==> src/design/masked_ring_average_smoother_assert.svh <==
// Assertion macros shared by the smoother RTL.
`ifndef MASKED_RING_AVERAGE_SMOOTHER_ASSERT_SVH
`define MASKED_RING_AVERAGE_SMOOTHER_ASSERT_SVH
`ifndef SYNTHESIS
`define MRAS_ASSERT_IMPLIES(name, clk, rst, cond, expr) \
   name: assert property (@(posedge clk) disable iff (rst) (cond) |-> (expr)) \
      else $error("smoother check failed");
`define MRAS_ASSERT_NEXT(name, clk, rst, cond, expr) \
   name: assert property (@(posedge clk) disable iff (rst) (cond) |=> (expr)) \
      else $error("smoother check failed");
`else
`define MRAS_ASSERT_IMPLIES(name, clk, rst, cond, expr)
`define MRAS_ASSERT_NEXT(name, clk, rst, cond, expr)
`endif
`endif

==> src/design/mras_pkg.sv <==
// Types and constants shared by the masked ring average smoother.
`default_nettype none

package mras_pkg;

   localparam int MAX_WIDTH     = 2048;
   localparam int HEIGHT_LIMIT  = 4096;
   localparam int PIXEL_BITS    = 16;
   localparam int MIN_DIM       = 3;
   localparam int WIN_SIZE      = 3;
   localparam int MEAN8_SHIFT   = 3;

   localparam int MASK_BITS     = 8;
   localparam int WIDTH_BITS    = 12;
   localparam int HEIGHT_BITS   = 13;
   localparam int COL_BITS      = $clog2(MAX_WIDTH);
   localparam int ROW_BITS      = HEIGHT_BITS;
   localparam int POS_BITS      = $clog2(MAX_WIDTH * HEIGHT_LIMIT);

   localparam int APB_DATA_BITS = 32;
   localparam int APB_ADDR_BITS = 4;

   typedef enum logic [1:0] {
      REG_FRAME_WIDTH   = 2'd0,
      REG_FRAME_HEIGHT  = 2'd1,
      REG_CONTOUR_CODE  = 2'd2,
      REG_HOLD_CONTOURS = 2'd3
   } mras_reg_type;

   typedef struct packed {
      logic                  flag;
      logic [PIXEL_BITS-1:0] height;
   } mras_entry_type;

   typedef struct packed {
      mras_entry_type top;
      mras_entry_type mid;
   } mras_pair_type;

   typedef struct packed {
      logic result;
      logic last;
      logic top;
      logic bot;
      logic left;
      logic right;
   } mras_class_type;

   typedef struct packed {
      logic [WIDTH_BITS-1:0]  eff_width;
      logic [HEIGHT_BITS-1:0] eff_height;
      logic [POS_BITS-1:0]    last_index;
      logic [MASK_BITS-1:0]   contour_code;
      logic                   hold_contours;
   } mras_cfg_type;

endpackage

`default_nettype wire

==> src/design/mras_divider.sv <==
// Restoring divider: splits the output position into row and column.
`default_nettype none

module mras_divider import mras_pkg::*; (
   input  logic                  clock,
   input  logic                  reset,
   input  logic                  start,
   input  logic [POS_BITS-1:0]   dividend,
   input  logic [WIDTH_BITS-1:0] divisor,
   output logic                  busy,
   output logic                  done,
   output logic [POS_BITS-1:0]   quotient,
   output logic [COL_BITS-1:0]   remainder
);

   localparam int CNT_BITS = $clog2(POS_BITS);
   localparam logic [CNT_BITS-1:0] LAST_STEP = CNT_BITS'(POS_BITS - 1);

   logic                  busy_ff, busy_in;
   logic                  done_ff, done_in;
   logic [CNT_BITS-1:0]   count_ff, count_in;
   logic [POS_BITS-1:0]   quot_ff, quot_in;
   logic [COL_BITS-1:0]   rem_ff, rem_in;
   logic [COL_BITS:0]     shifted;
   logic [COL_BITS:0]     diff;

   // one quotient bit per cycle
   always_comb begin
      busy_in  = busy_ff;
      done_in  = 1'b0;
      count_in = count_ff;
      quot_in  = quot_ff;
      rem_in   = rem_ff;
      shifted  = {rem_ff, quot_ff[POS_BITS-1]};
      diff     = shifted - divisor;
      if (start) begin
         busy_in  = 1'b1;
         count_in = '0;
         quot_in  = dividend;
         rem_in   = '0;
      end else if (busy_ff) begin
         if (shifted >= divisor) begin
            rem_in  = diff[COL_BITS-1:0];
            quot_in = {quot_ff[POS_BITS-2:0], 1'b1};
         end else begin
            rem_in  = shifted[COL_BITS-1:0];
            quot_in = {quot_ff[POS_BITS-2:0], 1'b0};
         end
         count_in = count_ff + CNT_BITS'(1);
         if (count_ff == LAST_STEP) begin
            busy_in = 1'b0;
            done_in = 1'b1;
         end
      end
   end

   always_ff @(posedge clock) begin
      if (reset) begin
         busy_ff  <= 1'b0;
         done_ff  <= 1'b0;
         count_ff <= '0;
      end else begin
         busy_ff  <= busy_in;
         done_ff  <= done_in;
         count_ff <= count_in;
      end
   end

   always_ff @(posedge clock) begin
      quot_ff <= quot_in;
      rem_ff  <= rem_in;
   end

   assign busy      = busy_ff;
   assign done      = done_ff;
   assign quotient  = quot_ff;
   assign remainder = rem_ff;

endmodule

`default_nettype wire

==> config.mk <==
export PLATFORM = sky130hd
export DESIGN_NAME = mras_divider
export DESIGN_NICKNAME = d
export VERILOG_FILES = /design/src/design/masked_ring_average_smoother_assert.svh /design/src/design/mras_pkg.sv /design/src/design/mras_divider.sv
export SDC_FILE = /design/constraint.sdc
export NUM_CORES = 1
export LEC_CHECK = 0
export BUFFER_PORTS_ARGS = -buffer_cell sky130_fd_sc_hd__buf_4
export CAP_MARGIN = 20
export CORE_MARGIN = 2
export CORE_UTILIZATION = 46
export CTS_CLUSTER_SIZE = 16
export DETAILED_ROUTE_END_ITERATION = 16
export PLACE_DENSITY_LB_ADDON = 0.3
export SYNTH_ARGS = -nofsm -noshare
export SYNTH_HDL_FRONTEND = slang
export SYNTH_SLANG_ARGS = --single-unit
==> constraint.sdc <==
create_clock -name clock -period 2.14 [get_ports clock]
set_input_delay 0.428 -clock clock [delete_from_list [all_inputs] [get_ports clock]]
set_output_delay 0.428 -clock clock [all_outputs]
set_load 0.01 [all_outputs]
* Word-level counts from Yosys, hierarchy flattened
Cells that the tools add are included.
** Word-level totals
- Bits of input ports :: 38
- Flip-flop bits (word level) :: 41
- Logic and storage cells :: 21
- Output and inout port bits :: 36
** Cells by class
- Mux-type cells :: 8
- Eq/ne operators :: 1
- $add $sub $neg :: 2
- Reduce and logical (&&, ||, !) cells :: 3
- Order comparisons :: 1
- Bitwise logic cells :: 1
** Operators with widths (count)
- 2-to-1 mux 23 bit :: 2
- >= comparator 12 bit :: 1
- 2-to-1 mux 11 bit :: 1
- subtractor 11 bit :: 1
- adder 5 x 1 -> 5 bit (second input constant) :: 1
- == test 5 bit (second input constant) :: 1
- 2-to-1 mux 1 bit :: 5
- OR reduction 3 bit :: 1
- nonzero test 2 bit :: 1
- OR reduction 2 bit :: 1
- inverter 1 bit :: 1

* Logic depth before layout (Yosys ltp)
- Depth after elaboration :: 4
- Depth in mapped cells :: 10

* Worst setup path after synthesis
OpenSTA, ideal clock, no wires.
- Path kind :: reg2reg
- Start :: register quot_ff[22], in the netlist quotient[22]
- End :: register rem_ff[3], in the netlist remainder[3]
- Data required time :: 2052 ps
- Stages on the path, launching flop included :: 10
- Data arrival time :: 2218 ps
- Setup time :: 88 ps
- Buffers on the path :: 0
- Path slack :: -166 ps
- Path through :: edfxtp_1 -> inv_1 -> ha_1 -> fa_1 -> nand2b_1 -> a21o_1 -> a21oi_2 -> o31ai_4 -> a211o_1 -> a311oi_2
** On the way
- Longest elaborated chain between the ends :: 2
** RTL lines
- start, declared :: line mras_divider.sv:22 : logic [POS_BITS-1:0] quot_ff, quot_in;
- start signal, assigned :: line mras_divider.sv:70 : quot_ff <= quot_in;
- subtractor 11 bit / >= comparator 12 bit (equally long branches) :: line mras_divider.sv:35, mras_divider.sv:42
- 2-to-1 mux 11 bit * :: line mras_divider.sv:42 : if (shifted >= divisor) begin
- end signal, assigned :: line mras_divider.sv:71 : rem_ff <= rem_in;
- end, declared :: line mras_divider.sv:23 : logic [COL_BITS-1:0] rem_ff, rem_in;
Every way passes the cells marked *; elsewhere a longest branch is shown, timed or not.
A chain may end at the register's enable or synchronous reset.

* Worst setup path in the final report
Ends and elaborated chain as after synthesis.

==> flow_metrics.py <==
metrics = {
    "timing": {
        "maxSlewViolCount": 0,
        "rsz0062_at_grt": "true",
        "fmax_mhz": 445,
        "holdWs_ns": 0.293,
        "hold_viol": 0,
        "final.period_utilization_pct": 105,
        "fin_worst_skew_ns": 0.0115,
        "tightestPinTransition_ns": 0.826,
        "setup_tns_ns": -0.498,
        "slew_headroom_pct": 44.3,
        "fin_ws_ns": -0.106,
        "period_minus_slack_ns": 2.25,
        "setup_viol": 9,
    },
    "yosys": {
        "synthSimpleGateAreaFrac_pct": 12.4,
        "yosysSeqAreaShare_pct": 44.8,
        "synthCells": 215,
        "yosys.cell_count.top_type": "edfxtp_1",
        "ys_warn_count": 0,
        "async_reset_ff_share_pct": 0,
        "yosysUniqueCellTypes": 50,
        "ys_seq_elements": 41,
        "yosys.area.top_type_share_pct": 29.5,
        "ys.flop_type": "edfxtp_1",
        "synth_top_family_by_area": "compound AO/OA/AOI/OAI gates",
        "synth_compound_area_share_pct": 13.6,
        "synth_fa_ha_area_share_pct": 8.32,
        "yosys.area_share.xor_xnor_pct": 3.74,
        "yosys.area.top_type": "edfxtp_1",
        "synth-edff-count": 23,
        "synth_mux_area_share_pct": 12.7,
        "synth_area_um2": 2340,
        "synth_fp_nets": 268,
        "synth_commonest_cells": "edfxtp_1 (23), mux2_2 (22), nor2_1 (20)",
        "synthTopCellsByArea": "edfxtp_1 (29%), dfxtp_1 (15%), mux2_2 (11%), ha_1 (7.5%), nor2_1 (3.2%)",
        "syn_area_per_cell_um2": 10.9,
    },
    "routing": {
        "firstDrtPassIters": 5,
        "ant_nets": 0,
        "wl_per_cell_um": 13.9,
        "drt_iter0_markers": 77,
        "viasPerCell": 5.15,
        "vias": 2041,
        "drc_errors": 0,
        "wl_um": 5510,
    },
    "min_path": {
        "hp-class": "primary input to register",
        "holdCritStartpoint": "reset",
        "holdPathStages": 2,
        "min_to": "busy$_SDFF_PP0_",
    },
    "placed_design": {
        "place.detailed.hpwl_um": 4030,
        "io_buffers": 73,
        "finalWeightedCongestion": 0.861,
    },
    "clocking": {
        "cts_buffers": 5,
        "worst_skew_pair.late_latency_ns": 0.29,
        "clk_pin_slew_ns": 0.08,
        "cts_sinks": 41,
        "clockRootBuffer": "clkbuf_8",
        "cts_tree": "yes",
        "cts_max_level": 2,
        "cts_buffer_depth": 2,
    },
    "setup_path": {
        "cp_max_fo": 6,
        "cp_slowest_cell": "edfxtp_1",
        "rr_endpoint": "remainder[3]$_SDFFE_PP0P_",
        "cp.arrival_ns": 2.45,
        "crit_chain": "inv_2 -> ha_4 -> fa_2 -> nand2b_4 -> a21o_1 -> a21oi_2 -> o31ai_4 -> buf_6 -> a211o_1 -> a311oi_2",
        "critPathMaxStageDelay_ns": 0.37,
        "required_ns": 2.34,
        "reg2regPathDepth": 10,
        "start_kind": "register",
        "endpoint_kind": "register",
        "path_class": "register to register",
        "rrSetupSlack_ns": -0.11,
        "reg2reg_from": "quotient[22]$_DFFE_PP_",
    },
    "finish": {
        "area_growth_pct": 49.9,
        "drive_above_1_share_pct": 52.3,
        "antenna_cells": 0,
        "fin_util_pct": 73.0,
        "fill_cells": 363,
        "fin_nets": 381,
    },
    "die": {
        "initial_core_util_pct": 48.7,
        "die_w_um": 75.4,
        "fp-row-count": 25,
        "die_area_um2": 5680,
        "ios": 74,
        "core_area_um2": 4820,
        "fp.dieH_um": 75.4,
    },
    "global_route": {
        "grtUsageTotal_pct": 19.0,
        "antenna_found_initial": 0,
        "grt_max_degree": 27,
        "grt_overflow": 0,
        "grt_pass1_wl_um": 8400,
        "grt_pass1_vias": 1900,
    },
    "run": {
        "maxCapViolCount": 0,
    },
    "run_status": {
        "failed_checks": "setup timing",
        "status": "complete, but fails checks",
    },
    "power": {
        "ir_drop_v": 0.000344,
        "power.total_uw": 2310,
        "power_density_nw_per_um2": 657,
        "p_leak_uw": 0.00156,
    },
}
-- per-layer routing --
layer	routed length (µm)	track usage, %
met4	65	5.26
met1	2410	23.8
met2	2700	33.7
met5	0	0
met3	340	3.44
-- registers in the layout, indices dropped and copies added, names as in the netlist --
signal     count
quotient      23
remainder     11
busy           1
count_ff       5
done           1
-- worst max-delay path by stage --
stage          depth (start not counted)  slack (ns)              startpoint                        end
6_report                              10       -0.11  quotient[22]$_DFFE_PP_  remainder[3]$_SDFFE_PP0P_
5_1_grt                               10       -0.22  quotient[22]$_DFFE_PP_  remainder[3]$_SDFFE_PP0P_
4_1_cts                               10       -0.11  quotient[22]$_DFFE_PP_  remainder[3]$_SDFFE_PP0P_
3_5_place_dp                          10       -0.32              divisor[0]  remainder[3]$_SDFFE_PP0P_
3_3_place_gp                          10       -0.24              divisor[0]  remainder[3]$_SDFFE_PP0P_
2_1_floorplan                          9       -0.10  quotient[22]$_DFFE_PP_  remainder[3]$_SDFFE_PP0P_
-- kinds of logic after synthesis --
kind of cell | count (synthesis)
xor+xnor | 10
compound gates | 41
buf+inv | 26
flops | 41
simple gates | 55
fa+ha+maj | 15
mux | 27
-- worst max-delay path, delay by kind of cell, from the launching register on --
family,cells,cell delay [ns]
adders and majority gates,2,0.50
AOI/OAI and AO/OA,5,0.95
buffers and inverters,2,0.20
DFF,1,0.37
and+or+nand+nor,1,0.15
-- report_power, final --
part           internal, µW  switching [µW]  total [µW]
Clock                   470             282         751
Combinational           338             278         616
Sequential              908            35.3         944
-- placed cells by master (no fill, tap or decap), types with 4 or more instances in the layout --
master,netlist,layout
buf_4,0,106
edfxtp_1,23,23
mux2_2,22,22
nor2_1,20,20
dfxtp_1,18,18
inv_1,15,14
ha_1,14,13
nand2_1,8,8
buf_6,1,8
a21oi_1,8,6
xnor2_1,6,6
clkbuf_8,0,5
nand4_1,4,4
a211oi_1,7,4
xor2_1,4,4
-- layout make-up --
cell class	instances	area (µm²)	area share, %
Tap cell	67	83.8	2.39
Timing Repair Buffer	115	906	25.8
Inverter	17	63.8	1.82
Sequential cell	41	1050	29.9
Clock buffer	5	68.8	1.96
Multi-Input combinational cell	148	1270	36.2
Clock inverter	3	68.8	1.96
-- stage by stage --
step           cells  cell area [µm²]  setup WS [ns]
2_1_floorplan    215             2360         -0.101
6_report         396             3510         -0.106
3_5_place_dp     376             3190         -0.319
5_1_grt          396             3510         -0.216
3_3_place_gp     376             3190         -0.244
4_1_cts          384             3330         -0.112
-- what timing repair did --
action / in CTS / in global routing
buffers inserted: 0 / 12
resized for setup: 1 / 24
pin swaps: 4 / 11
endpoints found under the hold margin: 0 / 0
endpoints found under the setup margin: 10 / 11
hold buffers: 0 / 0
No activity file was read; power rests on OpenSTA's default activity.
