## config.mk

```make
export PLATFORM = sky130hd
export DESIGN_NAME = mras_filter
export DESIGN_NICKNAME = d
export VERILOG_FILES = /design/src/design/masked_ring_average_smoother_assert.svh /design/src/design/mras_pkg.sv /design/src/design/mras_filter.sv
export SDC_FILE = /design/constraint.sdc
export NUM_CORES = 1
export LEC_CHECK = 0
export ABC_AREA = 1
export BUFFER_PORTS_ARGS = -buffer_cell sky130_fd_sc_hd__buf_4
export CAP_MARGIN = 30
export CORE_MARGIN = 1.5
export CORE_UTILIZATION = 55
export CTS_CLUSTER_DIAMETER = 40
export DETAILED_ROUTE_END_ITERATION = 10
export GPL_TIMING_DRIVEN = 0
export HOLD_SLACK_MARGIN = 0.03
export PLACE_DENSITY = 0.8
export SLEW_MARGIN = 10
export SYNTH_ARGS = -nofsm -noshare
export SYNTH_HDL_FRONTEND = slang
export SYNTH_SLANG_ARGS = --single-unit
export TNS_END_PERCENT = 100
```

## constraint.sdc

```tcl
create_clock -name clock -period 17.65 [get_ports clock]
set_input_delay 0.8825 -clock clock [delete_from_list [all_inputs] [get_ports clock]]
set_output_delay 0.8825 -clock clock [all_outputs]
set_load 0.1 [all_outputs]
```

## src/design/masked_ring_average_smoother_assert.svh

```systemverilog
// Assertion macros shared by the smoother RTL.
`ifndef MASKED_RING_AVERAGE_SMOOTHER_ASSERT_SVH
`define MASKED_RING_AVERAGE_SMOOTHER_ASSERT_SVH
`ifndef SYNTHESIS
`define MRAS_ASSERT_IMPLIES(name, clk, rst, cond, expr) \
   name: assert property (@(posedge clk) disable iff (rst) (cond) |-> (expr)) \
      else $error("smoother check failed");
`define MRAS_ASSERT_NEXT(name, clk, rst, cond, expr) \
   name: assert property (@(posedge clk) disable iff (rst) (cond) |=> (expr)) \
      else $error("smoother check failed");
`else
`define MRAS_ASSERT_IMPLIES(name, clk, rst, cond, expr)
`define MRAS_ASSERT_NEXT(name, clk, rst, cond, expr)
`endif
`endif

```

## src/design/mras_pkg.sv

```systemverilog
// Types and constants shared by the masked ring average smoother.
`default_nettype none

package mras_pkg;

   localparam int MAX_WIDTH     = 2048;
   localparam int HEIGHT_LIMIT  = 4096;
   localparam int PIXEL_BITS    = 16;
   localparam int MIN_DIM       = 3;
   localparam int WIN_SIZE      = 3;
   localparam int MEAN8_SHIFT   = 3;

   localparam int MASK_BITS     = 8;
   localparam int WIDTH_BITS    = 12;
   localparam int HEIGHT_BITS   = 13;
   localparam int COL_BITS      = $clog2(MAX_WIDTH);
   localparam int ROW_BITS      = HEIGHT_BITS;
   localparam int POS_BITS      = $clog2(MAX_WIDTH * HEIGHT_LIMIT);

   localparam int APB_DATA_BITS = 32;
   localparam int APB_ADDR_BITS = 4;

   typedef enum logic [1:0] {
      REG_FRAME_WIDTH   = 2'd0,
      REG_FRAME_HEIGHT  = 2'd1,
      REG_CONTOUR_CODE  = 2'd2,
      REG_HOLD_CONTOURS = 2'd3
   } mras_reg_type;

   typedef struct packed {
      logic                  flag;
      logic [PIXEL_BITS-1:0] height;
   } mras_entry_type;

   typedef struct packed {
      mras_entry_type top;
      mras_entry_type mid;
   } mras_pair_type;

   typedef struct packed {
      logic result;
      logic last;
      logic top;
      logic bot;
      logic left;
      logic right;
   } mras_class_type;

   typedef struct packed {
      logic [WIDTH_BITS-1:0]  eff_width;
      logic [HEIGHT_BITS-1:0] eff_height;
      logic [POS_BITS-1:0]    last_index;
      logic [MASK_BITS-1:0]   contour_code;
      logic                   hold_contours;
   } mras_cfg_type;

endpackage

`default_nettype wire

```

## src/design/mras_filter.sv

```systemverilog
// 3x3 window registers and the neighborhood mean arithmetic.
`default_nettype none

module mras_filter import mras_pkg::*; (
   input  logic                  clock,
   input  logic                  shift_en,
   input  mras_entry_type        col_top,
   input  mras_entry_type        col_mid,
   input  mras_entry_type        col_bot,
   input  mras_class_type        class_in,
   input  logic                  hold_contours,
   output mras_class_type        class_out,
   output logic [PIXEL_BITS-1:0] filtered
);

   localparam int SUM3_BITS  = PIXEL_BITS + 2;
   localparam int SUM8_BITS  = PIXEL_BITS + MEAN8_SHIFT;
   localparam int DIV3_SHIFT = SUM3_BITS + 1;
   localparam int PROD_BITS  = SUM3_BITS + DIV3_SHIFT;
   localparam logic [DIV3_SHIFT-1:0] DIV3_MUL = DIV3_SHIFT'(((2 ** DIV3_SHIFT) + 2) / 3);

   mras_entry_type        win_ff [WIN_SIZE][WIN_SIZE];
   mras_class_type        class_ff;
   logic [PIXEL_BITS-1:0] trio_a, trio_b, trio_c;
   logic [SUM3_BITS-1:0]  sum3;
   logic [SUM8_BITS-1:0]  sum8;
   logic [PROD_BITS-1:0]  prod;
   logic [PIXEL_BITS-1:0] third;

   // row 0 is the oldest line, column 0 the oldest pixel
   always_ff @(posedge clock) begin
      if (shift_en) begin
         for (int r = 0; r < WIN_SIZE; r++) begin
            win_ff[r][0] <= win_ff[r][1];
            win_ff[r][1] <= win_ff[r][2];
         end
         win_ff[0][2] <= col_top;
         win_ff[1][2] <= col_mid;
         win_ff[2][2] <= col_bot;
         class_ff     <= class_in;
      end
   end

   always_comb begin
      if (class_ff.top) begin
         trio_a = win_ff[2][0].height;
         trio_b = win_ff[2][1].height;
         trio_c = win_ff[2][2].height;
      end else if (class_ff.bot) begin
         trio_a = win_ff[0][0].height;
         trio_b = win_ff[0][1].height;
         trio_c = win_ff[0][2].height;
      end else if (class_ff.left) begin
         trio_a = win_ff[0][2].height;
         trio_b = win_ff[1][2].height;
         trio_c = win_ff[2][2].height;
      end else begin
         trio_a = win_ff[0][0].height;
         trio_b = win_ff[1][0].height;
         trio_c = win_ff[2][0].height;
      end
      sum3  = SUM3_BITS'(trio_a) + SUM3_BITS'(trio_b) + SUM3_BITS'(trio_c);
      // divide by three as multiply by reciprocal, exact over the sum range
      prod  = PROD_BITS'(sum3) * PROD_BITS'(DIV3_MUL);
      third = prod[DIV3_SHIFT +: PIXEL_BITS];
      sum8  = SUM8_BITS'(win_ff[0][0].height) + SUM8_BITS'(win_ff[0][1].height)
            + SUM8_BITS'(win_ff[0][2].height) + SUM8_BITS'(win_ff[1][0].height)
            + SUM8_BITS'(win_ff[1][2].height) + SUM8_BITS'(win_ff[2][0].height)
            + SUM8_BITS'(win_ff[2][1].height) + SUM8_BITS'(win_ff[2][2].height);
   end

   always_comb begin
      if (class_ff.top && class_ff.left) begin
         filtered = win_ff[2][2].height;
      end else if (class_ff.top && class_ff.right) begin
         filtered = win_ff[2][0].height;
      end else if (class_ff.bot && class_ff.left) begin
         filtered = win_ff[0][2].height;
      end else if (class_ff.bot && class_ff.right) begin
         filtered = win_ff[0][0].height;
      end else if (hold_contours && win_ff[1][1].flag) begin
         filtered = win_ff[1][1].height;
      end else if (class_ff.top || class_ff.bot || class_ff.left || class_ff.right) begin
         filtered = third;
      end else begin
         filtered = sum8[SUM8_BITS-1 -: PIXEL_BITS];
      end
   end

   assign class_out = class_ff;

endmodule

`default_nettype wire

```

# == After elaboration in Yosys (flattened, before gate mapping) ==
# Memory sizes are Yosys's and may differ from the RTL's.
# Index checks and enable logic that the tools add are counted.
# classes
add_sub_neg,9
mul,1
mux,17
reduce_logical,8
# ops
cell,count
$mux W16,15
$add A19 B16 Y19,4
$add A17 B16 Y18,2
$mul A18 B18 Y35 const B,1
$add A16 B16 Y17,2
$add A18 B16 Y19,1
$logic_and A1 B1 Y1,5
$logic_or A1 B1 Y1,3
$mux W1,2
# totals
reg_bits,6
ram_bits,153
in_bits,60
output_inout_bits,22
elab_cells,42
n_memories,1
# mem_list
memory,depth,width,read_ports,rd_ports_with_merged_regs,wr,line,source
win_ff,3,51,3,0,3,mras_filter.sv:22,mras_entry_type win_ff [WIN_SIZE][WIN_SIZE];

# == Depth between registers and ports, before layout ==
# An unclocked memory read counts as a cell.
# depth
word_depth,14
ltp_mapped,51
ltp_nobuf,49

# == Worst setup path after synthesis ==
# No wires, ideal clock.
# synth_timing
path_kind,register to output
startpoint,reg class_ff (netlist bit class_out[2])
endpoint,out filtered[13]
t_arrival_ps,9758
required_time_ps,16767
path_slack_ps,7010
stages_incl_launch_ff,46
n_path_buf,1
path_cell_list,edfxtp_1 -> buf_2 -> inv_1 -> nor2_1 -> inv_1 -> o22ai_1 -> a21oi_1 -> fa_1 -> ha_1 -> inv_1 -> fa_1 -> nand3b_1 -> nand2_2 -> nand3_2 -> nand2_2 -> nand3_1 -> nand2_2 -> nand3_1 -> [... 10 more ...] -> fa_1 -> inv_1 -> fa_1 -> inv_1 -> ha_1 -> a21oi_1 -> inv_1 -> a21oi_1 -> o21ai_0 -> a21oi_1 -> nand3_1 -> nand3_1 -> nand2_1 -> nand2_1 -> nand2_1 -> nand2_1 -> nand2_1 -> a21oi_1
# synth_via
elab_chain_len,11
elab_cells_between_ends,20
cone_classes,add/sub: 2; mul: 1; mux: 12; reduce/logical: 5
# synth_lines
item,line,source
"start, declared",mras_filter.sv:23,mras_class_type class_ff;
"start signal, assigned",mras_filter.sv:40,class_ff <= class_in;
$mux W16,mras_filter.sv:49,end else if (class_ff.bot) begin
$mux W16,mras_filter.sv:45,if (class_ff.top) begin
$add A16 B16 Y17,mras_filter.sv:62,sum3 = SUM3_BITS'(trio_a) + SUM3_BITS'(trio_b) + SUM3_BITS'(trio_c);
$add A17 B16 Y18,mras_filter.sv:62,
$mul A18 B18 Y35,mras_filter.sv:64,prod = PROD_BITS'(sum3) * PROD_BITS'(DIV3_MUL);
$mux W16,mras_filter.sv:83,end else if (class_ff.top || class_ff.bot || class_ff.left || class_ff.right) begin
$mux W16,mras_filter.sv:81,end else if (hold_contours && win_ff[1][1].flag) begin
$mux W16,mras_filter.sv:79,end else if (class_ff.bot && class_ff.right) begin
$mux W16 *,mras_filter.sv:77,end else if (class_ff.bot && class_ff.left) begin
$mux W16 *,mras_filter.sv:75,end else if (class_ff.top && class_ff.right) begin
$mux W16 *,mras_filter.sv:73,if (class_ff.top && class_ff.left) begin
"end, declared",mras_filter.sv:13,output logic [PIXEL_BITS-1:0] filtered
# Mark *: on every way between the ends. The rest lies on a longest branch, timed or not.

# == Final worst setup path ==
# Ends and elaborated chain as after synthesis.

==> impl_results.md <==
- Status: finished, final reports clean
- Worst min-delay path category: flop to flop
- Synth-to-Final Area Change: 9.60%
- Top-count cell post-synth: inv_1
- Hold Vio Cnt, Final: 0
- Clock-pin slew on the worst setup and hold paths: 0.07 ns
- Leading area contributor after synthesis: edfxtp_1
- Final ANT Viol Nets: 0
- RSZ-0062 raised after global routing: false
- Starting Density: 55.8%
- Fmax: 84.3 MHz
- Global-route congestion overflow total: 0
- Synthesized cell area: 17600 sq um
- Rel. slew slack: 34.5%
- Placed Area: roughly 19000 sq um
- Clock buffer count from CTS: 17
- GRT Util Overall: 30.4%
- Final GP Congestion: 1.00
- Number of synthesized flops with an enable pin: 152
- Area contributors post-synth: edfxtp_1 26%, fa_1 25%, ha_1 13%
- Worst slew pin tran: roughly 0.98 ns
- Post-synthesis sequential area ratio: between 20 and 30%
- Initial antenna violation count: 0
- Share of the synthesized area in the top cell type: 26.0%
- Post-CTS sizing: 0
- Inserted Diodes: 0
- Clock Skew: 0.0108 ns
- Most frequent CP cell: nand2_1
- Die W: 182 um
- Flops & latches, synth: 152
- Share of cells above drive strength 1: 7.83%
- Clock root buffer master: clkbuf_16
- Critical path fanouts, max: 10
- Critical Path Start Type: flop
- Via count: 13900
- Period utilization: 67.2%
- CORE AREA: 31500 sq um
- Post-Synthesis Cells: 2008
- CP Capture Type: output pin
- DRT iter0 DRCs: 1264
- Ys flop type: edfxtp_1
- Post-CTS Hold Buffers: 0
- Setup_tns: 0 ns
- Synth cell types: 50
- Syn_area_per_cell: 8.75 sq um
- Maxcap violations: 0
- Top post-synthesis cells by count: 533 x inv_1, 336 x nand2_1, 216 x fa_1
- Die height: between 150 and 200 um
- Sink Count: 152
- Std-Cell Rows: 65
- Final Critical Period: about 12 ns
- Slowest cell on crit path: fa_1
- Fin nets: 2565
- CTS tree: yes
- DIE AREA: 33000 sq um
- Max-slew violation count: 0
- Final setup vio count: 0
- Placed Cells: 2490
- Final HPWL DP: 39.3 mm
- Vias in the first global route: 14700
- Critical path data arrival time: 10.98 ns
- First-pass GRT wire length: 75.9 mm
- Largest buffer count on any clock path: 2
- DRT Pass-1 Iters: 6
- DR WL/cell: 19.0 um
- Residual DRC: 0
- Overall routed net length: ~48 mm
- Via density: about 5.5
- Yosys warnings: 0
- H-tree levels: 4
- Reg2reg setup slack: about 17 ns
- Non-Filler Instances: 2521
- Clk_lat worst skew: 0.43 ns
- Final instance area: between 15000 and 20000 sq um
- I/O pin cnt: 82
- Largest net degree at the start of global routing: 99
- Setup CP Type: flop to output pin
- Post-CTS Setup Bufs: 0
- Async SR Flop Fraction: 0%
- Post-Syn Nets: ~2500
- Data required time at the worst endpoint: 16.77 ns
- Largest stage delay on the critical path: ~0.60 ns
- Port Buf Inserts: 79
- Hold slack: 0.414 ns
## registers in the layout, summed over array words and instances (netlist names)
| signal | flops |
|---|---|
| class_out | 6 |
| win_ff | 146 |
## area by class of cell
| type | count | area, sq um |
|---|---|---|
| flip-flops and latches | 152 | 4560 |
| repair buffers | 80 | 624 |
| clock inverters | 13 | 130 |
| fillers | 2694 | 12200 |
| plain buffers | 32 | 135 |
| multi-input cells | 1282 | 10800 |
| well taps | 402 | 503 |
| clock buffers | 18 | 429 |
| inverters | 542 | 2030 |
## through the flow
stage                     util (%)  setup WS [ns]
after floorplan                  -           7.01
after global placement        59.3           6.56
after detailed placement      59.4           6.53
after CTS                     61.2           6.02
after global routing          61.2           5.53
final                         61.2           5.79
## cells in the final DEF (no fill, tap or decap), drive strengths merged, types with 41 or more instances in the layout
| cell | count |
|---|---|
| nand2 | 350 |
| clkbuf | 41 |
| nand3 | 80 |
| inv | 540 |
| buf | 89 |
| edfxtp | 152 |
| a21oi | 143 |
| ha | 182 |
| o21ai | 90 |
| nor2 | 111 |
| fa | 216 |
## cell families (layout without fill, tap and decap cells)
logic type,after synthesis,count (layout),synth area share [%]
fa+ha+maj,398,398,37.6
flops,152,152,26.0
compound gates,286,286,8.99
xor+xnor,23,23,1.27
simple gates,575,575,13.8
buf+inv,574,685,12.3
## layer usage
| metal | part of all wire, % | GRT usage (%) | up-vias |
|---|---|---|---|
| met5 | 0 | 0 | - |
| met4 | 4.3 | 14.2 | 0 |
| met3 | 7.0 | 4.91 | 140 |
| met2 | 51 | 54.1 | 573 |
| met1 | 38 | 36.0 | 6681 |
| li1 | - | - | 6463 |
## worst paths after layout
| kind | start | end | cells after the start |
|---|---|---|---|
| max | class_out[2] | filtered[13] | 47 |
| min | win_ff[0][67] | win_ff[0][84] | 0 |
| max reg2reg | win_ff[0][106] | win_ff[0][123] | 0 |
| min reg2reg | win_ff[0][67] | win_ff[0][84] | 0 |
## worst max-delay path, delay by kind of cell, from the launching register on
family                   cells  cell delay, ns
AO/OA/AOI/OAI                9            1.59
XOR/XNOR                     1            0.35
adder cells (fa/ha/maj)      9            4.12
buffers and inverters       12            2.02
flip-flops                   1            0.53
AND/OR/NAND/NOR             16            1.89
Power is left out: the tool's default activity adds up to more than one toggle a clock period on the data nets, which glitch-free logic cannot reach.
