**config.mk**
```make
export PLATFORM = sky130hd
export DESIGN_NAME = mras_csr
export DESIGN_NICKNAME = d
export VERILOG_FILES = /design/src/design/masked_ring_average_smoother_assert.svh /design/src/design/mras_pkg.sv /design/src/design/mras_csr.sv
export SDC_FILE = /design/constraint.sdc
export NUM_CORES = 1
export LEC_CHECK = 0
export BUFFER_PORTS_ARGS = -buffer_cell sky130_fd_sc_hd__buf_4
export CORE_MARGIN = 1.5
export CORE_UTILIZATION = 45
export CTS_BUF_LIST = sky130_fd_sc_hd__clkbuf_4 sky130_fd_sc_hd__clkbuf_8 sky130_fd_sc_hd__clkbuf_16
export DETAILED_ROUTE_END_ITERATION = 16
export GPL_TIMING_DRIVEN = 0
export PLACE_DENSITY = 0.79
export SLEW_MARGIN = 10
export SYNTH_ARGS = -nofsm -noshare
export SYNTH_HDL_FRONTEND = slang
export SYNTH_SLANG_ARGS = --single-unit
export TNS_END_PERCENT = 1
```
**constraint.sdc**
```tcl
create_clock -name clock -period 7.3 [get_ports clock]
set_input_delay 0.73 -clock clock [delete_from_list [all_inputs] [get_ports clock]]
set_output_delay 0.73 -clock clock [all_outputs]
set_load 0.05 [all_outputs]
```
**src/design/masked_ring_average_smoother_assert.svh**
```systemverilog
// Assertion macros shared by the smoother RTL.
`ifndef MASKED_RING_AVERAGE_SMOOTHER_ASSERT_SVH
`define MASKED_RING_AVERAGE_SMOOTHER_ASSERT_SVH
`ifndef SYNTHESIS
`define MRAS_ASSERT_IMPLIES(name, clk, rst, cond, expr) \
   name: assert property (@(posedge clk) disable iff (rst) (cond) |-> (expr)) \
      else $error("smoother check failed");
`define MRAS_ASSERT_NEXT(name, clk, rst, cond, expr) \
   name: assert property (@(posedge clk) disable iff (rst) (cond) |=> (expr)) \
      else $error("smoother check failed");
`else
`define MRAS_ASSERT_IMPLIES(name, clk, rst, cond, expr)
`define MRAS_ASSERT_NEXT(name, clk, rst, cond, expr)
`endif
`endif

```
**src/design/mras_pkg.sv**
```systemverilog
// Types and constants shared by the masked ring average smoother.
`default_nettype none

package mras_pkg;

   localparam int MAX_WIDTH     = 2048;
   localparam int HEIGHT_LIMIT  = 4096;
   localparam int PIXEL_BITS    = 16;
   localparam int MIN_DIM       = 3;
   localparam int WIN_SIZE      = 3;
   localparam int MEAN8_SHIFT   = 3;

   localparam int MASK_BITS     = 8;
   localparam int WIDTH_BITS    = 12;
   localparam int HEIGHT_BITS   = 13;
   localparam int COL_BITS      = $clog2(MAX_WIDTH);
   localparam int ROW_BITS      = HEIGHT_BITS;
   localparam int POS_BITS      = $clog2(MAX_WIDTH * HEIGHT_LIMIT);

   localparam int APB_DATA_BITS = 32;
   localparam int APB_ADDR_BITS = 4;

   typedef enum logic [1:0] {
      REG_FRAME_WIDTH   = 2'd0,
      REG_FRAME_HEIGHT  = 2'd1,
      REG_CONTOUR_CODE  = 2'd2,
      REG_HOLD_CONTOURS = 2'd3
   } mras_reg_type;

   typedef struct packed {
      logic                  flag;
      logic [PIXEL_BITS-1:0] height;
   } mras_entry_type;

   typedef struct packed {
      mras_entry_type top;
      mras_entry_type mid;
   } mras_pair_type;

   typedef struct packed {
      logic result;
      logic last;
      logic top;
      logic bot;
      logic left;
      logic right;
   } mras_class_type;

   typedef struct packed {
      logic [WIDTH_BITS-1:0]  eff_width;
      logic [HEIGHT_BITS-1:0] eff_height;
      logic [POS_BITS-1:0]    last_index;
      logic [MASK_BITS-1:0]   contour_code;
      logic                   hold_contours;
   } mras_cfg_type;

endpackage

`default_nettype wire

```
**src/design/mras_csr.sv**
```systemverilog
// APB register bank with clamped frame geometry.
`default_nettype none

module mras_csr import mras_pkg::*; (
   input  logic                     clock,
   input  logic                     reset,
   input  logic                     psel,
   input  logic                     penable,
   input  logic                     pwrite,
   input  logic [APB_ADDR_BITS-1:0] paddr,
   input  logic [APB_DATA_BITS-1:0] pwdata,
   output logic [APB_DATA_BITS-1:0] prdata,
   output logic                     pready,
   output mras_cfg_type             cfg,
   output logic                     width_changed
);

   localparam int AREA_BITS = WIDTH_BITS + HEIGHT_BITS;

   logic [WIDTH_BITS-1:0]  frame_width_ff, frame_width_in;
   logic [HEIGHT_BITS-1:0] frame_height_ff, frame_height_in;
   logic [MASK_BITS-1:0]   contour_code_ff, contour_code_in;
   logic                   hold_contours_ff, hold_contours_in;
   logic [WIDTH_BITS-1:0]  eff_width_ff, eff_width_in;
   logic [HEIGHT_BITS-1:0] eff_height_ff, eff_height_in;
   logic [POS_BITS-1:0]    last_index_ff, last_index_in;
   logic                   width_changed_ff, width_changed_in;
   logic                   wr;
   mras_reg_type           reg_sel;
   logic [AREA_BITS-1:0]   area;

   assign pready  = 1'b1;
   assign wr      = psel && penable && pwrite;
   assign reg_sel = mras_reg_type'(paddr[APB_ADDR_BITS-1:2]);

   always_comb begin
      frame_width_in   = frame_width_ff;
      frame_height_in  = frame_height_ff;
      contour_code_in  = contour_code_ff;
      hold_contours_in = hold_contours_ff;
      width_changed_in = 1'b0;
      if (wr) begin
         case (reg_sel)
            REG_FRAME_WIDTH: begin
               frame_width_in   = pwdata[WIDTH_BITS-1:0];
               width_changed_in = 1'b1;
            end
            REG_FRAME_HEIGHT:  frame_height_in  = pwdata[HEIGHT_BITS-1:0];
            REG_CONTOUR_CODE:  contour_code_in  = pwdata[MASK_BITS-1:0];
            REG_HOLD_CONTOURS: hold_contours_in = pwdata[0];
            default: ;
         endcase
      end
   end

   // clamp to the supported geometry
   always_comb begin
      if (frame_width_in < WIDTH_BITS'(MIN_DIM)) begin
         eff_width_in = WIDTH_BITS'(MIN_DIM);
      end else if (frame_width_in > WIDTH_BITS'(MAX_WIDTH)) begin
         eff_width_in = WIDTH_BITS'(MAX_WIDTH);
      end else begin
         eff_width_in = frame_width_in;
      end
      if (frame_height_in < HEIGHT_BITS'(MIN_DIM)) begin
         eff_height_in = HEIGHT_BITS'(MIN_DIM);
      end else if (frame_height_in > HEIGHT_BITS'(HEIGHT_LIMIT)) begin
         eff_height_in = HEIGHT_BITS'(HEIGHT_LIMIT);
      end else begin
         eff_height_in = frame_height_in;
      end
      area          = AREA_BITS'(eff_width_in) * AREA_BITS'(eff_height_in);
      last_index_in = area[POS_BITS-1:0] - POS_BITS'(1);
   end

   always_ff @(posedge clock) begin
      if (reset) begin
         frame_width_ff   <= WIDTH_BITS'(MAX_WIDTH);
         frame_height_ff  <= HEIGHT_BITS'(HEIGHT_LIMIT);
         contour_code_ff  <= '0;
         hold_contours_ff <= 1'b1;
         eff_width_ff     <= WIDTH_BITS'(MAX_WIDTH);
         eff_height_ff    <= HEIGHT_BITS'(HEIGHT_LIMIT);
         last_index_ff    <= '1;
         width_changed_ff <= 1'b0;
      end else begin
         frame_width_ff   <= frame_width_in;
         frame_height_ff  <= frame_height_in;
         contour_code_ff  <= contour_code_in;
         hold_contours_ff <= hold_contours_in;
         eff_width_ff     <= eff_width_in;
         eff_height_ff    <= eff_height_in;
         last_index_ff    <= last_index_in;
         width_changed_ff <= width_changed_in;
      end
   end

   always_comb begin
      prdata = '0;
      case (reg_sel)
         REG_FRAME_WIDTH:   prdata = APB_DATA_BITS'(frame_width_ff);
         REG_FRAME_HEIGHT:  prdata = APB_DATA_BITS'(frame_height_ff);
         REG_CONTOUR_CODE:  prdata = APB_DATA_BITS'(contour_code_ff);
         REG_HOLD_CONTOURS: prdata = APB_DATA_BITS'(hold_contours_ff);
         default:           prdata = '0;
      endcase
   end

   assign cfg.eff_width     = eff_width_ff;
   assign cfg.eff_height    = eff_height_ff;
   assign cfg.last_index    = last_index_ff;
   assign cfg.contour_code  = contour_code_ff;
   assign cfg.hold_contours = hold_contours_ff;
   assign width_changed     = width_changed_ff;

endmodule

`default_nettype wire

```
* Yosys cells after proc, flatten, opt, wreduce, memory -nomap -nowiden
Cells that the tools add are included.
** Word-level totals
- Input bits :: 41
- Flip-flop bits (word level) :: 83
- Output and inout bits :: 91
- Logic and storage cells :: 34
** Cells by class
- Reductions and logical operators :: 6
- Equal/unequal tests :: 3
- $mul :: 1
- Order comparisons :: 4
- Multiplexer cells :: 10
- Bitwise gates (word level) :: 1
- Add/subtract/negate cells :: 1
** Operators with widths (count)
- case mux 32 bit (4 select lines) :: 1
- 2-to-1 mux 13 bit :: 4
- 2-to-1 mux 12 bit :: 4
- multiplier 12 x 13 -> 23 bit :: 1
- subtractor 23 x 1 -> 23 bit, second input constant :: 1
- greater-than comparator 13 bit, second input constant :: 1
- < comparator 13 x 2 -> 1 bit, second input constant :: 1
- greater-than comparator 12 bit, second input constant :: 1
- < comparator 12 x 2 -> 1 bit, second input constant :: 1
- == test 2 bit, second input constant :: 2
- AND reduction 2 bit :: 2
- == test 2 x 1 -> 1 bit, second input constant :: 1
- logical AND 1 bit :: 2
- zero test 2 bit :: 1
- OR reduction 2 bit :: 1
- 2-to-1 mux 1 bit :: 1
- NOT 1 bit :: 1

* Longest topological paths before layout
- Word-level depth :: 8
- Gate-level depth with buffers :: 27
- Gate-level depth less buffers :: 23

* Worst setup path before layout
OpenSTA, ideal clock, no wires.
- Path type :: input port to flip-flop
- Start :: input paddr[3]
- End :: register last_index_ff[17]
- Stages :: 23
- Setup time :: 0.114 ns
- Data required time :: 7.186 ns
- Arrival time :: 6.870 ns
- Buffers on the path :: 3
- Setup slack :: 0.316 ns
- Path through :: buf_2 -> nor3_4 -> mux2_4 -> o21a_2 -> buf_6 -> nor3_2 -> nand2_1 -> fa_1 -> fa_1 -> inv_1 -> fa_1 -> fa_1 -> inv_1 -> fa_1 -> inv_1 -> ha_1 -> clkbuf_1 -> a21o_1 -> a221o_1 -> a41oi_1 -> a21boi_1 -> or3_1 -> a21o_1
** Between the ends
- Word-level cells in the longest chain between the ends :: 8
- Elaborated cells between the ends (all ways) :: 16
- Classes of those cells :: add/sub: 1; mul: 1; order compare: 4; eq/ne: 1; mux: 8; reduce/logical: 1
** RTL lines
- start, declared :: line mras_csr.sv:10 : input logic [APB_ADDR_BITS-1:0] paddr,
- == test 2 x 1 -> 1 bit or zero test 2 bit (tied branches) :: line mras_csr.sv:43 : case (reg_sel)
- 2-to-1 mux 13 bit or 2-to-1 mux 12 bit (tied branches) :: line mras_csr.sv:43
- 2-to-1 mux 13 bit or 2-to-1 mux 12 bit (tied branches) :: line mras_csr.sv:42 : if (wr) begin
- greater-than comparator 13 bit or greater-than comparator 12 bit (tied branches) :: line mras_csr.sv:67, mras_csr.sv:60
- 2-to-1 mux 13 bit or 2-to-1 mux 12 bit (tied branches) :: line mras_csr.sv:67, mras_csr.sv:60
- 2-to-1 mux 13 bit or 2-to-1 mux 12 bit (tied branches) :: line mras_csr.sv:65, mras_csr.sv:58
- multiplier 12 x 13 -> 23 bit * :: line mras_csr.sv:72 : area = AREA_BITS'(eff_width_in) * AREA_BITS'(eff_height_in);
- subtractor 23 x 1 -> 23 bit * :: line mras_csr.sv:73 : last_index_in = area[POS_BITS-1:0] - POS_BITS'(1);
- end signal, assigned :: line mras_csr.sv:93 : last_index_ff <= last_index_in;
- end, declared :: line mras_csr.sv:26 : logic [POS_BITS-1:0] last_index_ff, last_index_in;
Mark *: on every way between the ends. The rest lies on a longest branch, timed or not.
A chain may end at the register's enable or synchronous reset.

* Worst setup path after layout
Same ends and word-level chain as after synthesis.

==> impl_metrics.env <==
export IMPL_crit_cells=25
export IMPL_crit_fanout=10
export IMPL_grt_max_degree=18
export IMPL_path_common_cell="fa_1"
export IMPL_grtUsageMet2=0.3828
export IMPL_slowest_stage="fa_1"
export IMPL_ff2ff_path_depth=23
export IMPL_busiest_layer="met2"
export IMPL_rsz0062_at_grt="yes"
export IMPL_fin_skew_ns=0.008479
export IMPL_arrival_ns=7.43
export IMPL_routed_wl_mm=21.98
export IMPL_syn_area_mm2=0.008747
export IMPL_switchingPower_uw=462.7
export IMPL_ir_drop_v=0.00008008
export IMPL_async_flop_share=0
export IMPL_dp_slack_ns=-0.4937
export IMPL_fin_crit_sh=0.9833
export IMPL_pwr_share_seq=0.356
export IMPL_port_buffers=87
export IMPL_hold_viol_final=0
export IMPL_cts_htree_levels=3
export IMPL_grt_use_met1=0.2775
export IMPL_layout_common_cells="inv_1, nor2_1, buf_4, fa_1, nand2_1"
export IMPL_fmax_mhz=139.3
export IMPL_swShare=0.3472
export IMPL_grt_pass1_vias=7401
export IMPL_crit_type="in2reg"
export IMPL_clock_power_share=0.370
export IMPL_worst_pin_slew_ns=0.8359
export IMPL_combPwrFrac=0.274
export IMPL_drive_gt1_frac=0.1720
export IMPL_place_congestion=0.9251
export IMPL_core_mm2=0.01889
export IMPL_ant_nets=0
export IMPL_drt_first_pass_iters=5
export IMPL_yosysSeqAreaShare=0.1900
export IMPL_final_area_mm2=0.01030
export IMPL_die_area_mm2=0.02028
export IMPL_intPower_uw=870.0
export IMPL_postSynthCellCount=1017
export IMPL_slew_headroom=0.4428
export IMPL_crit_path_end_kind="flop"
export IMPL_place_hpwl_mm=17.39
export IMPL_grt_ovfl_total=0
export IMPL_ys_ff_latch=83
export IMPL_ys_types=73
export IMPL_fin_util=0.5452
export IMPL_rows=50
export IMPL_grt_use_total=0.2263
export IMPL_cts_sinks=83
export IMPL_holdWs_ns=0.5315
export IMPL_grt_first_pass_wirelength_mm=35.74
export IMPL_fin_nets=1367
export IMPL_cts_buffer_depth=2
export IMPL_power_density_mw_per_mm2=129.4
export IMPL_slowest_delay_ns=0.56
export IMPL_die_x_um=142.4
export IMPL_hold_path_class="reg2reg"
export IMPL_start_kind="input pin"
export IMPL_drt_iter0_drc=485
export IMPL_synth_top_flop_cell="dfxtp_1"
export IMPL_antenna_found_initial=0
export IMPL_drv_slew=0
export IMPL_post_route_worst_setup_slack_ns=0.1219
export IMPL_yosys_warnings=0
export IMPL_final_common_cell="inv_1"
export IMPL_whs_path_depth=2
export IMPL_status="completed"
export IMPL_vias=7374
export IMPL_diodes=0
export IMPL_vias_per_cell=5.226
export IMPL_fp_dieH_um=142.4
export IMPL_start_util=0.4630
export IMPL_place_area_mm2=0.009793
export IMPL_synth_edf_count=0
export IMPL_maxCapViolCount=0
export IMPL_setup_viol=0
export IMPL_met3_usage=0.04139
export IMPL_syn_to_final_growth_pct=17.75
export IMPL_clkTransAtPathRegs_ns=0.07
export IMPL_cts_root_buf="clkbuf_16"
export IMPL_p_leak_uw=0.004941
export IMPL_pin_count=132
export IMPL_fin_setup_tns_ns=0
export IMPL_cts_tree="done"
export IMPL_clk_latency_ns=0.36
export IMPL_required_ns=7.55
export IMPL_crit_buf_inv=7
export IMPL_wl_per_cell_um=15.57
export IMPL_fin_crit_ns=7.178
export IMPL_cts_buffers=9
export IMPL_synth_avg_cell_area_um2=8.601
export IMPL_cp_top_family="adder cells"
export IMPL_drc=0
## Yosys cell counts, types with 7 or more instances
library cell / n / area [um2]
inv_1: 191 / 716.9
a21oi_1: 16 / 80.08
nor3_1: 20 / 100.1
nand3_1: 10 / 50.05
or3_1: 7 / 43.79
buf_4: 26 / 195.2
or2_2: 11 / 68.82
nor2_1: 137 / 514.2
a21o_1: 9 / 67.56
clkbuf_1: 19 / 71.32
fa_1: 118 / 2362
nand2_1: 115 / 431.7
mux2i_1: 47 / 470.5
xnor2_1: 9 / 78.83
buf_2: 9 / 45.04
ha_1: 62 / 775.7
o21ai_0: 22 / 110.1
nand2b_1: 11 / 68.82
dfxtp_1: 83 / 1662
## logic make-up after synthesis
logic type               share of synthesized area
adder cells (fa/ha/maj)                     0.3587
XOR/XNOR                                   0.01559
flip-flops                                  0.1900
multiplexers                               0.06351
AND/OR/NAND/NOR                             0.1871
AO/OA/AOI/OAI                              0.06366
other                                    0.0008586
buffers and inverters                       0.1206
## worst register-to-register path: cells and delay by family, from the launching register on
family / cells / cell delay [ns]
DFF: 1 / 0.33
buffers and inverters: 5 / 0.55
muxes: 1 / 0.29
AOI/OAI and AO/OA: 6 / 1.32
adders and majority gates: 6 / 2.88
and+or+nand+nor: 5 / 1.47
## per-layer routing
metal  vias to the layer above  part of all wire
li1                       3386                 -
met1                      3613              0.39
met2                       318              0.49
met3                        57             0.079
met4                         0             0.044
met5                         -                 0
## cell type report
class                      instances  area (um2)
tap                              260       325.3
clock buffer                       9       225.2
clock inverter                     7       87.58
buffer                            57       340.3
fill                            1665        8593
timing repair buffer             100       750.7
inverter                         191       716.9
multi-input combinational        704        6192
sequential                        83        1662
## final timing paths
path,from,slack (ns),to
max,paddr[3],0.12,last_index_ff[17]
min,frame_height_ff[1],0.53,frame_height_ff[1]
max reg2reg,frame_height_ff[6],0.35,last_index_ff[17]
min reg2reg,frame_height_ff[1],0.53,frame_height_ff[1]
## per-stage QoR
| stage | cells | total power (uW) |
|---|---|---|
| after floorplan | 1035 | 743.8 |
| after global placement | 1382 | 826.9 |
| after detailed placement | 1382 | 831.5 |
| after CTS | 1398 | 1324 |
| after global routing | 1411 | 1388 |
| final | 1411 | 1333 |
## power by group through the flow
stage	clock (uW)	combinational (uW)	sequential, uW
after floorplan	0	210	534
after global placement	0	342	485
after detailed placement	0	347	485
after CTS	499	350	475
after global routing	519	393	476
final	493	365	475
## flip-flops by register name, summed over array words and instances (netlist names)
register / flops
eff_width_ff: 12
frame_height_ff: 13
contour_code_ff: 8
width_changed: 1
eff_height_ff: 13
frame_width_ff: 12
last_index_ff: 23
hold_contours_ff: 1
## timing repair
| action | 4_1_cts | 5_1_grt |
|---|---|---|
| pin swaps | 0 | 5 |
| hold endpoints to repair | 0 | 0 |
| resized for setup | 5 | 16 |
| setup buffers | 0 | 13 |
| hold buffers | 0 | 0 |
| endpoints found under the setup margin | 3 | 6 |
| cloned | 0 | 0 |
Power figures use the tool's default switching activity.
